<file path="src/hdl/wsenc_pkg.sv">
`default_nettype none

package wsenc_pkg;

    localparam int NumOutBytes       = 14;
    localparam int QueueDepthDefault = 4;

    localparam logic [7:0] OpcodeCont   = 8'h80;
    localparam logic [7:0] OpcodeText   = 8'h81;
    localparam logic [7:0] OpcodeBinary = 8'h82;
    localparam logic [7:0] OpcodeClose  = 8'h88;
    localparam logic [7:0] OpcodePing   = 8'h89;
    localparam logic [7:0] OpcodePong   = 8'h8A;
    localparam logic [7:0] OpcodeNone   = 8'h00;
    localparam logic [7:0] MaskBit      = 8'h80;
    localparam logic [7:0] Len16Marker  = 8'h7E;
    localparam logic [7:0] Len64Marker  = 8'h7F;
    localparam logic [31:0] ShortLenLimit = 32'd126;
    localparam logic [31:0] Len16Limit    = 32'd65536;

    typedef enum logic [2:0] {
        FT_RAW     = 3'd0,
        FT_CONT    = 3'd1,
        FT_TEXT    = 3'd2,
        FT_BINARY  = 3'd3,
        FT_CLOSE   = 3'd4,
        FT_PING    = 3'd5,
        FT_PONG    = 3'd6,
        FT_INVALID = 3'd7
    } t_frame_type;

    typedef enum logic {
        OP_START = 1'b0,
        OP_DATA  = 1'b1
    } t_op;

    // one queue entry: a run of output bytes, emitted from index 0 upward
    typedef struct packed {
        logic [NumOutBytes-1:0][7:0] out_bytes;
        logic [3:0]                  count;
        logic                        final_last;
        logic                        err;
    } t_cmd;

    function automatic logic [7:0] opcode_of(input t_frame_type ft);
        logic [7:0] code;
        case (ft)
            FT_CONT:   code = OpcodeCont;
            FT_TEXT:   code = OpcodeText;
            FT_BINARY: code = OpcodeBinary;
            FT_CLOSE:  code = OpcodeClose;
            FT_PING:   code = OpcodePing;
            FT_PONG:   code = OpcodePong;
            default:   code = OpcodeNone;
        endcase
        return code;
    endfunction

endpackage

`default_nettype wire

</file>
<file path="src/hdl/wsenc_front.sv">
`default_nettype none

module wsenc_front
    import wsenc_pkg::*;
(
    input  wire logic        i_clk,
    input  wire logic        i_rst_n,
    input  wire logic        i_accept,
    input  wire logic        i_op,
    input  wire logic [2:0]  i_frame_type,
    input  wire logic [31:0] i_payload_length,
    input  wire logic        i_use_mask,
    input  wire logic [31:0] i_mask_key,
    input  wire logic [7:0]  i_data_byte,
    output logic             o_push,
    output t_cmd             o_cmd
);

    logic [31:0] r_bytes_left, n_bytes_left;
    logic [3:0][7:0] r_key, n_key;
    logic        r_mask_on, n_mask_on;
    logic [1:0]  r_kp, n_kp;

    t_frame_type ftype;
    logic [31:0] left_dec;
    logic [7:0]  mbit;
    logic [3:0][7:0] key_in;
    logic [3:0][7:0] len_b;

    assign ftype    = t_frame_type'(i_frame_type);
    assign left_dec = r_bytes_left - 32'd1;
    assign mbit     = i_use_mask ? MaskBit : 8'h00;
    assign key_in   = i_mask_key;
    assign len_b    = i_payload_length;

    always_comb begin
        n_bytes_left = r_bytes_left;
        n_key        = r_key;
        n_mask_on    = r_mask_on;
        n_kp         = r_kp;
        o_push       = 1'b0;
        o_cmd        = '0;
        if (i_op == OP_DATA) begin
            o_push = 1'b1;
            o_cmd.count = 4'd1;
            if (r_bytes_left == 32'd0) begin
                o_cmd.final_last = 1'b1;
                o_cmd.err        = 1'b1;
            end else begin
                o_cmd.out_bytes[0] = r_mask_on ? (i_data_byte ^ r_key[2'd3 - r_kp])
                                               : i_data_byte;
                o_cmd.final_last = (left_dec == 32'd0);
                n_kp         = r_kp + 2'd1;
                n_bytes_left = left_dec;
            end
        end else begin
            n_kp = 2'd0;
            if (ftype == FT_INVALID) begin
                n_bytes_left     = '0;
                n_mask_on        = 1'b0;
                n_key            = '0;
                o_push           = 1'b1;
                o_cmd.count      = 4'd1;
                o_cmd.final_last = 1'b1;
                o_cmd.err        = 1'b1;
            end else if (ftype == FT_RAW) begin
                n_bytes_left = i_payload_length;
                n_mask_on    = 1'b0;
                n_key        = '0;
            end else begin
                n_bytes_left = i_payload_length;
                n_mask_on    = i_use_mask;
                n_key        = i_use_mask ? key_in : '0;
                o_push       = 1'b1;
                o_cmd.final_last   = (i_payload_length == 32'd0);
                o_cmd.out_bytes[0] = opcode_of(ftype);
                if (i_payload_length < ShortLenLimit) begin
                    o_cmd.out_bytes[1] = mbit | {1'b0, len_b[0][6:0]};
                    o_cmd.count        = 4'd2;
                    if (i_use_mask) begin
                        o_cmd.out_bytes[2] = key_in[3];
                        o_cmd.out_bytes[3] = key_in[2];
                        o_cmd.out_bytes[4] = key_in[1];
                        o_cmd.out_bytes[5] = key_in[0];
                        o_cmd.count        = 4'd6;
                    end
                end else if (i_payload_length < Len16Limit) begin
                    o_cmd.out_bytes[1] = mbit | Len16Marker;
                    o_cmd.out_bytes[2] = len_b[1];
                    o_cmd.out_bytes[3] = len_b[0];
                    o_cmd.count        = 4'd4;
                    if (i_use_mask) begin
                        o_cmd.out_bytes[4] = key_in[3];
                        o_cmd.out_bytes[5] = key_in[2];
                        o_cmd.out_bytes[6] = key_in[1];
                        o_cmd.out_bytes[7] = key_in[0];
                        o_cmd.count        = 4'd8;
                    end
                end else begin
                    o_cmd.out_bytes[1] = mbit | Len64Marker;
                    o_cmd.out_bytes[6] = len_b[3];
                    o_cmd.out_bytes[7] = len_b[2];
                    o_cmd.out_bytes[8] = len_b[1];
                    o_cmd.out_bytes[9] = len_b[0];
                    o_cmd.count        = 4'd10;
                    if (i_use_mask) begin
                        o_cmd.out_bytes[10] = key_in[3];
                        o_cmd.out_bytes[11] = key_in[2];
                        o_cmd.out_bytes[12] = key_in[1];
                        o_cmd.out_bytes[13] = key_in[0];
                        o_cmd.count         = 4'd14;
                    end
                end
            end
        end
    end

    always_ff @(posedge i_clk) begin
        if (!i_rst_n) begin
            r_bytes_left <= '0;
            r_key        <= '0;
            r_mask_on    <= 1'b0;
            r_kp         <= 2'd0;
        end else if (i_accept) begin
            r_bytes_left <= n_bytes_left;
            r_key        <= n_key;
            r_mask_on    <= n_mask_on;
            r_kp         <= n_kp;
        end
    end

endmodule

`default_nettype wire

</file>
<file path="src/hdl/wsenc_queue.sv">
`default_nettype none

module wsenc_queue
    import wsenc_pkg::*;
#(
    parameter int Depth = QueueDepthDefault
) (
    input  wire logic i_clk,
    input  wire logic i_rst_n,
    input  wire logic i_push,
    input  wire t_cmd i_cmd,
    output logic      o_ready,
    output logic      o_valid,
    output t_cmd      o_head,
    input  wire logic i_pop
);

    localparam int AW = $clog2(Depth);
    localparam int CW = $clog2(Depth + 1);
    localparam logic [AW-1:0] LastIdx = AW'(Depth - 1);
    localparam logic [CW-1:0] Full    = CW'(Depth);

    t_cmd          r_mem [Depth];
    logic [AW-1:0] r_wr, r_rd;
    logic [CW-1:0] r_cnt;
    logic          do_push, do_pop;

    assign o_ready = (r_cnt != Full);
    assign o_valid = (r_cnt != '0);
    assign o_head  = r_mem[r_rd];
    assign do_push = i_push && o_ready;
    assign do_pop  = i_pop && o_valid;

    always_ff @(posedge i_clk) begin
        if (do_push) begin
            r_mem[r_wr] <= i_cmd;
        end
    end

    always_ff @(posedge i_clk) begin
        if (!i_rst_n) begin
            r_wr  <= '0;
            r_rd  <= '0;
            r_cnt <= '0;
        end else begin
            if (do_push) begin
                r_wr <= (r_wr == LastIdx) ? '0 : r_wr + AW'(1);
            end
            if (do_pop) begin
                r_rd <= (r_rd == LastIdx) ? '0 : r_rd + AW'(1);
            end
            if (do_push && !do_pop) begin
                r_cnt <= r_cnt + CW'(1);
            end else if (do_pop && !do_push) begin
                r_cnt <= r_cnt - CW'(1);
            end
        end
    end

endmodule

`default_nettype wire

</file>
<file path="src/hdl/wsenc_back.sv">
`default_nettype none

module wsenc_back
    import wsenc_pkg::*;
(
    input  wire logic       i_clk,
    input  wire logic       i_rst_n,
    input  wire logic       i_valid,
    input  wire t_cmd       i_head,
    output logic            o_pop,
    output logic            o_out_valid,
    input  wire logic       i_out_ready,
    output logic [7:0]      o_out_byte,
    output logic            o_last,
    output logic            o_error
);

    logic [3:0] r_step;
    logic       r_valid;
    logic [7:0] r_byte;
    logic       r_last;
    logic       r_err;
    logic       emit;
    logic       at_end;

    assign emit   = i_valid && (!r_valid || i_out_ready);
    assign at_end = (r_step == i_head.count - 4'd1);
    assign o_pop  = emit && at_end;

    assign o_out_valid = r_valid;
    assign o_out_byte  = r_byte;
    assign o_last      = r_last;
    assign o_error     = r_err;

    always_ff @(posedge i_clk) begin
        if (!i_rst_n) begin
            r_step  <= 4'd0;
            r_valid <= 1'b0;
            r_byte  <= '0;
            r_last  <= 1'b0;
            r_err   <= 1'b0;
        end else begin
            if (emit) begin
                r_valid <= 1'b1;
                r_byte  <= i_head.out_bytes[r_step];
                r_last  <= i_head.final_last && at_end;
                r_err   <= i_head.err;
                r_step  <= at_end ? 4'd0 : r_step + 4'd1;
            end else if (i_out_ready) begin
                r_valid <= 1'b0;
            end
        end
    end

endmodule

`default_nettype wire

</file>
<file path="src/hdl/websocket_frame_encoder_top.sv">
// WebSocket frame encoder, server side. Each input transfer is a start item (op 0) or one
// payload byte (op 1); the encoded frame leaves as one byte per output transfer, with o_last
// on the final byte and o_error on a single error byte. Input transfers are taken back to
// back while the queue has room. A start item of a framed type gives 2 to 14 header bytes
// (opcode, length form, optional key), sent by the output stage at one byte per cycle while
// the output is ready; an invalid start gives a single error byte. A queue of QueueDepth
// entries between the classifying front end and that stage lets input keep flowing while a
// header drains, until the queue is full. Raw starts emit nothing.
`default_nettype none

module websocket_frame_encoder_top
    import wsenc_pkg::*;
#(
    parameter int QueueDepth = QueueDepthDefault
) (
    input  wire logic        i_clk,
    input  wire logic        i_rst_n,
    input  wire logic        i_in_valid,
    output logic             o_in_ready,
    input  wire logic        i_op,
    input  wire logic [2:0]  i_frame_type,
    input  wire logic [31:0] i_payload_length,
    input  wire logic        i_use_mask,
    input  wire logic [31:0] i_mask_key,
    input  wire logic [7:0]  i_data_byte,
    output logic             o_out_valid,
    input  wire logic        i_out_ready,
    output logic [7:0]       o_out_byte,
    output logic             o_last,
    output logic             o_error
);

    logic q_ready;
    logic q_valid;
    logic accept;
    logic push;
    logic pop;
    t_cmd cmd;
    t_cmd head;

    assign o_in_ready = q_ready;
    assign accept     = i_in_valid && q_ready;

    wsenc_front u_front (
        .i_clk            (i_clk),
        .i_rst_n          (i_rst_n),
        .i_accept         (accept),
        .i_op             (i_op),
        .i_frame_type     (i_frame_type),
        .i_payload_length (i_payload_length),
        .i_use_mask       (i_use_mask),
        .i_mask_key       (i_mask_key),
        .i_data_byte      (i_data_byte),
        .o_push           (push),
        .o_cmd            (cmd)
    );

    wsenc_queue #(
        .Depth (QueueDepth)
    ) u_queue (
        .i_clk   (i_clk),
        .i_rst_n (i_rst_n),
        .i_push  (accept && push),
        .i_cmd   (cmd),
        .o_ready (q_ready),
        .o_valid (q_valid),
        .o_head  (head),
        .i_pop   (pop)
    );

    wsenc_back u_back (
        .i_clk       (i_clk),
        .i_rst_n     (i_rst_n),
        .i_valid     (q_valid),
        .i_head      (head),
        .o_pop       (pop),
        .o_out_valid (o_out_valid),
        .i_out_ready (i_out_ready),
        .o_out_byte  (o_out_byte),
        .o_last      (o_last),
        .o_error     (o_error)
    );

endmodule

`default_nettype wire

</file>
<file path="config.mk">
export PLATFORM = sky130hd
export DESIGN_NAME = websocket_frame_encoder_top
export DESIGN_NICKNAME = d
export VERILOG_FILES = /design/src/hdl/wsenc_pkg.sv /design/src/hdl/wsenc_front.sv /design/src/hdl/wsenc_queue.sv /design/src/hdl/wsenc_back.sv /design/src/hdl/websocket_frame_encoder_top.sv
export SDC_FILE = /design/constraint.sdc
export NUM_CORES = 1
export LEC_CHECK = 0
export ABC_CLOCK_PERIOD_IN_PS = 6500
export BUFFER_PORTS_ARGS = -buffer_cell sky130_fd_sc_hd__buf_4
export CORE_MARGIN = 1.5
export CORE_UTILIZATION = 51
export DETAILED_ROUTE_END_ITERATION = 6
export GPL_TIMING_DRIVEN = 0
export PLACE_DENSITY = 0.76
export SETUP_SLACK_MARGIN = 0.5
export SYNTH_ARGS = -nofsm -noshare
export SYNTH_HDL_FRONTEND = slang
export SYNTH_SLANG_ARGS = --single-unit
</file>
<file path="constraint.sdc">
create_clock -name i_clk -period 6.5 [get_ports i_clk]
set_input_delay 0.325 -clock i_clk [delete_from_list [all_inputs] [get_ports i_clk]]
set_output_delay 0.325 -clock i_clk [all_outputs]
set_load 0.05 [all_outputs]
</file>
Yosys cells after proc, flatten, opt, wreduce, memory -nomap -nowiden
Memories as Yosys holds them, arrays and structs flattened. A register that Yosys moved wholly into a read port is not among the register bits.
Cells that the tools add are included.
{"block": "op_classes", "bitwise": 3, "order_cmp": 4, "n_eq_ne": 12, "n_reduce_logical": 22, "mux": 52, "n_addsub": 9}
{"operator": "$mux W32", "n": 8}
{"operator": "$mux W117", "n": 1}
{"operator": "$mux W112", "n": 1}
{"operator": "$mux W104", "n": 1}
{"operator": "$logic_not A32 Y1", "n": 3}
{"operator": "$mux W64", "n": 1}
{"operator": "$mux W48", "n": 1}
{"operator": "$pmux W8 S6", "n": 1}
{"operator": "$mux W40", "n": 1}
{"operator": "$mux W8", "n": 5}
{"operator": "$bmux W8 S4", "n": 1}
{"operator": "$lt A32 B17 Y1 const B", "n": 1}
{"operator": "$lt A32 B7 Y1 const B", "n": 1}
{"operator": "$sub A32 B1 Y32 const B", "n": 1}
{"operator": "$bmux W8 S2", "n": 1}
{"operator": "$mux W16", "n": 1}
{"operator": "$mux W4", "n": 4}
{"operator": "$mux W14", "n": 1}
{"operator": "$mux W1", "n": 13}
{"operator": "$eq A3 B3 Y1 const B", "n": 4}
{"operator": "$mux W2", "n": 6}
{"operator": "$mux W3", "n": 4}
{"operator": "$logic_and A1 B1 Y1", "n": 9}
{"operator": "$or A8 B7 Y8", "n": 1}
{"operator": "23 further kinds", "n": 31}
{"block": "totals", "ram_bits": 472, "wordCells": 118, "n_memories": 1, "output_inout_bits": 12, "input_bits": 81, "register_bits": 89}
{"memory": "u_queue.r_mem", "words": 4, "width": 118, "read_ports": 1, "rd_ports_with_merged_regs": 1, "wr": 1, "line_no": "wsenc_queue.sv:23", "rtl": "t_cmd r_mem [Depth];"}

Longest topological paths before layout
Gate-level depths: netlist of the first run.
{"block": "logic_depth", "depth_word": 10, "mapped_depth": 16, "depth_no_buf": 15}

Modules after synthesis
From an unflattened synthesis of the first run, not the netlist that was laid out.
{"block": "hier_totals", "cells_unflattened": 1586, "area_unflattened_um2": 24479.7}
{"module": "wsenc_queue", "area_each_um2": 17460.5, "cells_each": 667, "seq_area_each_um2": 14353.8, "n_inst": 1}
{"module": "wsenc_front", "area_each_um2": 5323.9, "cells_each": 734, "seq_area_each_um2": 1341.3, "n_inst": 1}
{"module": "wsenc_back", "area_each_um2": 1682.9, "cells_each": 183, "seq_area_each_um2": 300.3, "n_inst": 1}
{"module": "websocket_frame_encoder_top", "area_each_um2": 12.5, "cells_each": 2, "seq_area_each_um2": 0.0, "n_inst": 1}

Worst setup path after synthesis of the first run
No wires, ideal clock.
{"block": "synth_path", "path_type": "reg2reg", "from": "register u_queue.r_cnt[0]", "to": "memory u_queue.r_mem[0][0] (netlist bit), enable pin", "t_arrival_ps": 3995, "period_less_slack_ps": 4486, "n_path_buf": 1, "slack_ps": 2014, "setup_ps": 491, "path_stages_with_launch": 6, "t_required_ps": 6009, "path_cell_list": "dfxtp_1 nor2_1 a21boi_1 o21a_1 clkbuf_1 and2_1"}
{"block": "synth_via", "elab_chain_cells": 6}
{"element": "start: declaration", "line_no": "wsenc_queue.sv:25", "rtl": "logic [CW-1:0] r_cnt;"}
{"element": "start signal: assignment", "line_no": "wsenc_queue.sv:53", "rtl": "r_cnt <= r_cnt + CW'(1);"}
{"element": "start signal: assignment", "line_no": "wsenc_queue.sv:55", "rtl": "r_cnt <= r_cnt - CW'(1);"}
{"element": "$ne A3 B3 Y1 *", "line_no": "wsenc_queue.sv:28", "rtl": "assign o_ready = (r_cnt != Full);"}
{"element": "$logic_and A1 B1 Y1", "line_no": "websocket_frame_encoder_top.sv:42", "rtl": "assign accept = i_in_valid && q_ready;"}
{"element": "$logic_and A1 B1 Y1", "line_no": "websocket_frame_encoder_top.sv:63", "rtl": ".i_push (accept && push),"}
{"element": "$logic_and A1 B1 Y1 *", "line_no": "wsenc_queue.sv:31", "rtl": "assign do_push = i_push && o_ready;"}
{"element": "named net u_queue.do_push", "line_no": "wsenc_queue.sv:26", "rtl": "logic do_push, do_pop;"}
{"element": "$mux W1 *", "line_no": "wsenc_queue.sv:35", "rtl": "if (do_push) begin"}
{"element": "$mux W1 (not written as such) *", "line_no": "wsenc_queue.sv:36", "rtl": "r_mem[r_wr] <= i_cmd;"}
{"element": "end: declaration", "line_no": "wsenc_queue.sv:23"}
The timed path passes the listed nets; every way through them passes the cells marked *.

==> metrics.txt, run 1 <==
# DRC=7; CP startpoint kind=flip-flop; initial core utilization=51.9%; DRT Pass-1 Iters=7; root buffer cell=clkbuf_16; number of library cell types mapped by synthesis=75; DIE HEIGHT=221 um; core area=46800 um2; total die area=48900 um2; Final Non-Filler Cells=2379; Reg2Reg Setup Slack=2.19 ns; top achievable clock speed=232 MHz; worst path arrival time=4.54 ns; TritonCTS clock tree=built; fill cell count=3496; synthesis warning total=0; worst reg-to-reg path cell count=8; DP HPWL=50.6 mm; grt ovf=0; Die X=221 um; 1st-iter DRT viols=2198; WL/cell=30.5 um; ANT nets after route=0; total net switching power=3040 uW; sequential cell area=16000 um2; EDFF count, synth=472; Post-Route WL=72.6 mm; power share of the combinational group=23.4%; Final Cycle Share=66.3%; Worst Clk Skew=0.0147 ns; P&R area growth vs syn=14.4%; Worst-Skew Late Latency=0.61 ns; hold path cells=3; first-pass GRT wire length=105 mm; CP Data Required Time=6.73 ns; largest net degree at the start of global routing=59; Post-Syn Area=24300 um2; Final WS setup=2.19 ns; Pwr Density=364 nW/um2; pre-CTS setup slack=2.37 ns; final worst path period need=4.31 ns; Seq/Total Area, Yosys=65.9%; Slew HR=9.96%; reg-to-reg critical path endpoint=u_queue.r_mem[0][13]; unrepaired setup endpoints after global routing=no; most common flop cell mapped by yosys=edfxtp_1; H-tree depth=2; Net Sw Frac=30.0%; ratio of cells with drive above 1 in the final layout=21.0%; Slew Viols, Final=0; Syn Area/Cell=15.5 um2; Setup Crit Path Kind=reg -> reg; synthesized net count=1662; # Max-Cap Violations=0; IO Pins=93; Post-CTS Resized=0; sequential power share=44.6%; initial antenna violation count=1; Worst VDD drop=0.208 mV; PortBufs=89; Worst Max-Slew Pin Slew=1.34 ns; Hold Slack=0.0367 ns; failing checks=design-rule violations; clk buf depth=3; Hold Path Class=in -> reg; Routability Congestion=1.02; vias in the first global route=15500; # rows=79; P_leak=0.00919 uW; register bit total from synthesis=563; ys async rst share=0%; CP Max Fanout=8; Post-Syn Instances=1569; via count=15900; Hold EP=u_front.r_bytes_left[25]; Crit. End Element=flip-flop; Vias/cell=6.68; Clock Sink Count=563; hold_sp=i_payload_length[25]; Total Routing Usage GR=29.8%; Hold Violations, Final=0; Final Setup Violations=0; status=finished with violations; Post-CTS Setup Inserts=0; Clk network pwr share=31.9%; number of inserted diodes=0; CTS Buf Count=56; footprint of the multi-input gates=7680 um2; Cell Int Power=7070 uW; clock slew at reported path FFs=0.07 ns; reg2reg start=u_front.r_bytes_left[0]; Cells after DPL=2273; Nets=1818
==> state kept, by name, summed over array words and instances, names as in the netlist, named ones only <==
signal	flops
u_queue.r_mem	472
u_queue.r_rd	2
u_front.r_key	32
u_back.r_step	4
u_back.o_out_valid	1
u_queue.r_cnt	3
u_front.r_bytes_left	32
u_back.o_last	1
u_back.o_out_byte	8
u_front.r_kp	2
u_back.o_error	1
u_front.r_mask_on	1
u_queue.r_wr	2
==> how the worst max path moves through the flow <==
stage | start | endpoint | slack, ns | cells past startpoint
floorplan | u_queue.r_cnt[0] | u_queue.r_mem[0][0] | 2.01 | 5
global placement | u_queue.r_cnt[0] | u_queue.r_mem[0][23] | -0.56 | 5
detailed placement | u_front.r_bytes_left[0] | u_queue.r_mem[3][13] | 2.37 | 8
CTS | flip-flop | u_queue.r_cnt[2] | 2.21 | 16
global route | flip-flop | u_queue.r_cnt[2] | 1.98 | 16
finish | u_front.r_bytes_left[0] | u_queue.r_mem[0][13] | 2.19 | 8
==> cell usage in the layout (no fill, tap or decap), types with 17 or more instances in the layout <==
cell type	netlist	routed
clkbuf_16	0	57
inv_1	21	21
buf_2	18	18
dfxtp_1	91	91
clkinv_1	0	17
edfxtp_1	472	472
buf_4	7	96
and2_1	43	39
a22oi_1	85	85
o21ai_0	40	40
mux4_2	130	130
clkbuf_1	69	76
nor2b_1	33	33
a21oi_1	52	52
nor2_1	119	119
mux2i_1	28	28
nand2_1	71	71
and3_1	20	20
nor4_1	19	19
==> per-layer routing <==
metal  vias up  GRT usage (%)  share of wire [%]
met3       219           8.14                 12
li1       6514              -                  -
met4         0           12.5                4.7
met5         -              0                  0
met2      1174           45.9                 46
met1      7979           40.2                 37
==> cells in the mapped netlist (all sizes together), types with 20 or more instances <==
cell	count	share of area [%]
buf	40	1.1
a21oi	52	1.1
a22oi	85	2.6
nand2	71	1.1
mux4	130	12
nor2	119	1.8
dfxtp	91	7.5
clkbuf	69	1.1
nor4	20	0.54
mux2i	28	1.2
inv	21	0.32
edfxtp	472	58
o21ai	43	0.93
nor2b	33	0.85
and2	45	1.2
and3	20	0.52
==> cell families after synthesis <==
family / after synthesis / synth area share, %
AND/OR/NAND/NOR: 389 / 8.30
XOR/XNOR: 29 / 1.05
buffers and inverters: 130 / 2.46
flip-flops: 563 / 65.9
multiplexers: 163 / 13.5
adder cells (fa/ha/maj): 12 / 0.650
AO/OA/AOI/OAI: 283 / 8.15
==> power by group through the flow <==
| stage | Combinational (uW) | Clock [uW] | Sequential [uW] |
|---|---|---|---|
| after floorplan | 1420 | 0 | 4640 |
| after global placement | 2240 | 0 | 4630 |
| after detailed placement | 2320 | 0 | 4580 |
| after CTS | 2330 | 3240 | 4510 |
| after global routing | 2490 | 3390 | 4540 |
| final | 2370 | 3230 | 4510 |
==> through the flow <==
step,total power (uW),util (%),setup TNS (ns),area [um2]
after floorplan,6050,-,0,24300
after global placement,6870,54.9,-237.32,25700
after detailed placement,6900,55.4,0,25900
after CTS,10100,59.3,0,27700
after global routing,10400,59.3,0,27700
final,10100,59.3,0,27700
==> worst max-delay path: stages, from the launching register on <==
cell     delay, ns
dfxtp_1       0.33
inv_1         0.10
ha_1          0.27
nor4b_2       0.52
nand4_1       0.39
or4_4         0.61
buf_6         0.15
o21ai_1       1.02
o21ai_0       0.51
==> area by class of cell <==
| cell class | count | area share [%] |
|---|---|---|
| plain buffers | 109 | 1.87 |
| repair buffers | 98 | 3.21 |
| clock buffers | 64 | 5.24 |
| flip-flops and latches | 563 | 57.7 |
| multi-input cells | 876 | 27.7 |
| inverters | 21 | 0.284 |
| clock inverters | 41 | 1.34 |
| well taps | 607 | 2.74 |
==> what timing repair did <==
| action | CTS | global route |
|---|---|---|
| hold buffers | 1 | 0 |
| setup endpoints to repair | 0 | 0 |
| endpoints found under the hold margin | 1 | 0 |
Note: power is estimated with default switching activity, not from simulation.
==> run 2, diff against run 1 <==
--- a/config.mk
+++ b/config.mk
@@ -5,13 +5,13 @@
 export SDC_FILE = /design/constraint.sdc
 export NUM_CORES = 1
 export LEC_CHECK = 0
-export ABC_CLOCK_PERIOD_IN_PS = 6500
+export ABC_CLOCK_PERIOD_IN_PS = 3700
 export BUFFER_PORTS_ARGS = -buffer_cell sky130_fd_sc_hd__buf_4
 export CORE_MARGIN = 1.5
 export CORE_UTILIZATION = 51
 export DETAILED_ROUTE_END_ITERATION = 6
 export GPL_TIMING_DRIVEN = 0
-export PLACE_DENSITY = 0.76
+export PLACE_DENSITY = 0.78
 export SETUP_SLACK_MARGIN = 0.5
 export SYNTH_ARGS = -nofsm -noshare
 export SYNTH_HDL_FRONTEND = slang
==> constraint.sdc (replaced) <==
create_clock -name i_clk -period 3.7 [get_ports i_clk]
set_input_delay 0.185 -clock i_clk [delete_from_list [all_inputs] [get_ports i_clk]]
set_output_delay 0.185 -clock i_clk [all_outputs]
set_load 0.05 [all_outputs]
==> run 2 against run 1 <==
Net effect: the flow still finishes with violations (design-rule violations); critical endpoint is now u_queue.r_cnt[2]; setup slack lost 1.7 ns; hold slack worse by 0.016 ns; clock power grew 81%; sequential share of layout area shrank 1.7 points; count of clock-buffer cells in the layout up 7; sequential power up 76%; highest routed layer is now met5; clock skew grew 0.0060 ns; largest power group unchanged; critical path depth up 9; non-clock buffer count is 55 higher.
==> metrics.txt, run 2 (synthesis gave the netlist of run 1 again) <==
status=finished with violations; failing checks=design-rule violations; P&R area growth vs syn=17.8%; Post-Route WL=75.8 mm (+4.4%); initial core utilization=51.9% (unchanged); # rows=79 (unchanged); total power=18200 uW (+80%); largest net degree at the start of global routing=57 (-3.4%); Total Routing Usage GR=31.0% (+1.2 points); Worst Max-Slew Pin Slew=1.01 ns (-0.331 ns); worst path arrival time=3.79 ns (-0.75 ns); CTS Buf Count=55 (-1.8%); Reg with most FFs=u_queue.r_mem; root buffer cell=clkbuf_16; CP startpoint kind=flip-flop; 1st-iter DRT viols=2219 (+0.96%); # DRC=5 (-2); Slew Viols, Final=0 (unchanged); Worst-Skew Late Latency=0.61 ns (about the same); most frequent cells in the layout=edfxtp_1 (472), mux4_2 (130), nor2_1 (116); WL/cell=31.1 um (+2.0%); Final Cycle Share=87.7% (+21 points); top achievable clock speed=308 MHz (+33%); final setup TNS=0 ns (unchanged); core area=46800 um2 (unchanged); initial antenna violation count=6 (+5); most common cell after layout, fill and taps aside=edfxtp_1; unrepaired setup endpoints after global routing=yes; Hold Path Class=in -> reg; CP Max Fanout=4 (-4); Worst Clk Skew=0.0207 ns (+0.00602 ns); via count=16100 (+1.5%); IO Pins=93 (unchanged); ratio of cells with drive above 1 in the final layout=23.6% (+2.6 points); TritonCTS clock tree=built; Crit. End Element=flip-flop; Final WS setup=0.456 ns (-1.74 ns); PortBufs=89 (unchanged); pre-CTS setup slack=-0.769 ns (-3.14 ns); Worst VDD drop=0.407 mV (+96%); DRT Pass-1 Iters=7 (unchanged); Placement Cell Area=25900 um2 (+0.13%); fill cell count=3383 (-3.2%); DIE HEIGHT=221 um (unchanged); Nets=1874 (+3.1%); clk buf depth=3 (unchanged); final worst path period need=3.24 ns (-1.06 ns); vias in the first global route=16000 (+3.4%); Hold Violations, Final=0 (unchanged); P_leak=0.00955 uW (+3.9%); grt ovf=0 (unchanged); Die X=221 um (unchanged); total die area=48900 um2 (unchanged); Routability Congestion=0.987 (-3.3%); max reg flops=472 (unchanged); Setup Crit Path Kind=reg -> reg; Finished Cell Area=28600 um2 (+3.0%); Final Setup Violations=0 (unchanged); Pwr Density=636 nW/um2 (+75%); CP Data Required Time=4.24 ns (-2.49 ns); Slew HR=32.6% (+23 points); DP HPWL=51.5 mm (+1.9%); Hold Slack=0.0210 ns (-0.0157 ns); clock slew at reported path FFs=0.06 ns (about the same); Vias/cell=6.62 (-0.81%); H-tree depth=2 (unchanged); first-pass GRT wire length=109 mm (+3.5%); # Max-Cap Violations=0 (unchanged); Clock Sink Count=563 (unchanged); Largest regs=u_queue.r_mem (472), u_front.r_bytes_left (32), u_front.r_key (32); ANT nets after route=0 (unchanged); Reg2Reg Setup Slack=0.46 ns (-1.74 ns)
[run 2: layout make-up]
class                      count  area [um2]  area share [%]
inverter                      21        81.3           0.285
buffer                       109         559            1.96
clock buffer                  71        1510            5.28
antenna                        3        7.51          0.0263
tap                          607         759            2.66
multi-input combinational    878        7880            27.6
timing repair buffer         153        1410            4.92
sequential                   563       16000            56.0
clock inverter                30         368            1.29
[run 2: worst max-delay path, cell delays in order (launching register included)]
cell,delay [ns]
dfxtp_2,0.33
buf_8,0.11
mux4_2,0.53
inv_2,0.12
ha_4,0.16
xor2_4,0.17
nor2_2,0.07
a21oi_1,0.14
mux2_4,0.18
nor4_4,0.03
buf_4,0.17
inv_4,0.08
ha_4,0.14
inv_2,0.04
fa_2,0.34
xor2_1,0.15
or3_1,0.32
a21oi_2,0.11
[run 2: timing repair]
item,CTS,global route
buffers inserted,8,3
pin swaps,13,6
cloned,2,0
endpoints found under the hold margin,49,0
setup endpoints to repair,207,175
hold buffers,45,0
resized for setup,32,32
[run 2: worst paths after layout]
kind | from | depth (start not counted) | endpoint
setup / recovery | flip-flop | 17 | u_queue.r_cnt[2]
hold / removal | i_mask_key[2] | 3 | u_front.r_key[2]
hold reg to reg | u_front.r_bytes_left[30] | 2 | u_front.r_bytes_left[30]
setup reg to reg | flip-flop | 17 | u_queue.r_cnt[2]
[run 2: routing by layer]
layer	global-route usage, %	share of wire (%)	vias to the layer above	wire, um
met5	0	0.036	-	27
met2	48.1	46	1165	35000
met3	7.93	12	282	8870
met4	17.9	6.4	4	4830
li1	-	-	6628	-
met1	40.0	36	8049	27100
[run 2: where the power goes]
group / switching, uW / total, uW / internal, uW / leakage, uW
clock network: 2400 / 5840 / 3440 / 0.000915
logic: 2700 / 4380 / 1680 / 0.00350
registers: 318 / 7960 / 7640 / 0.00513
[run 2: metrics by stage]
stage | instances | utilization [%]
3_3_place_gp | 2265 | 55.0
2_1_floorplan | 1569 | -
5_1_grt | 2435 | 61.1
6_report | 2435 | 61.1
3_5_place_dp | 2273 | 55.5
4_1_cts | 2429 | 60.9
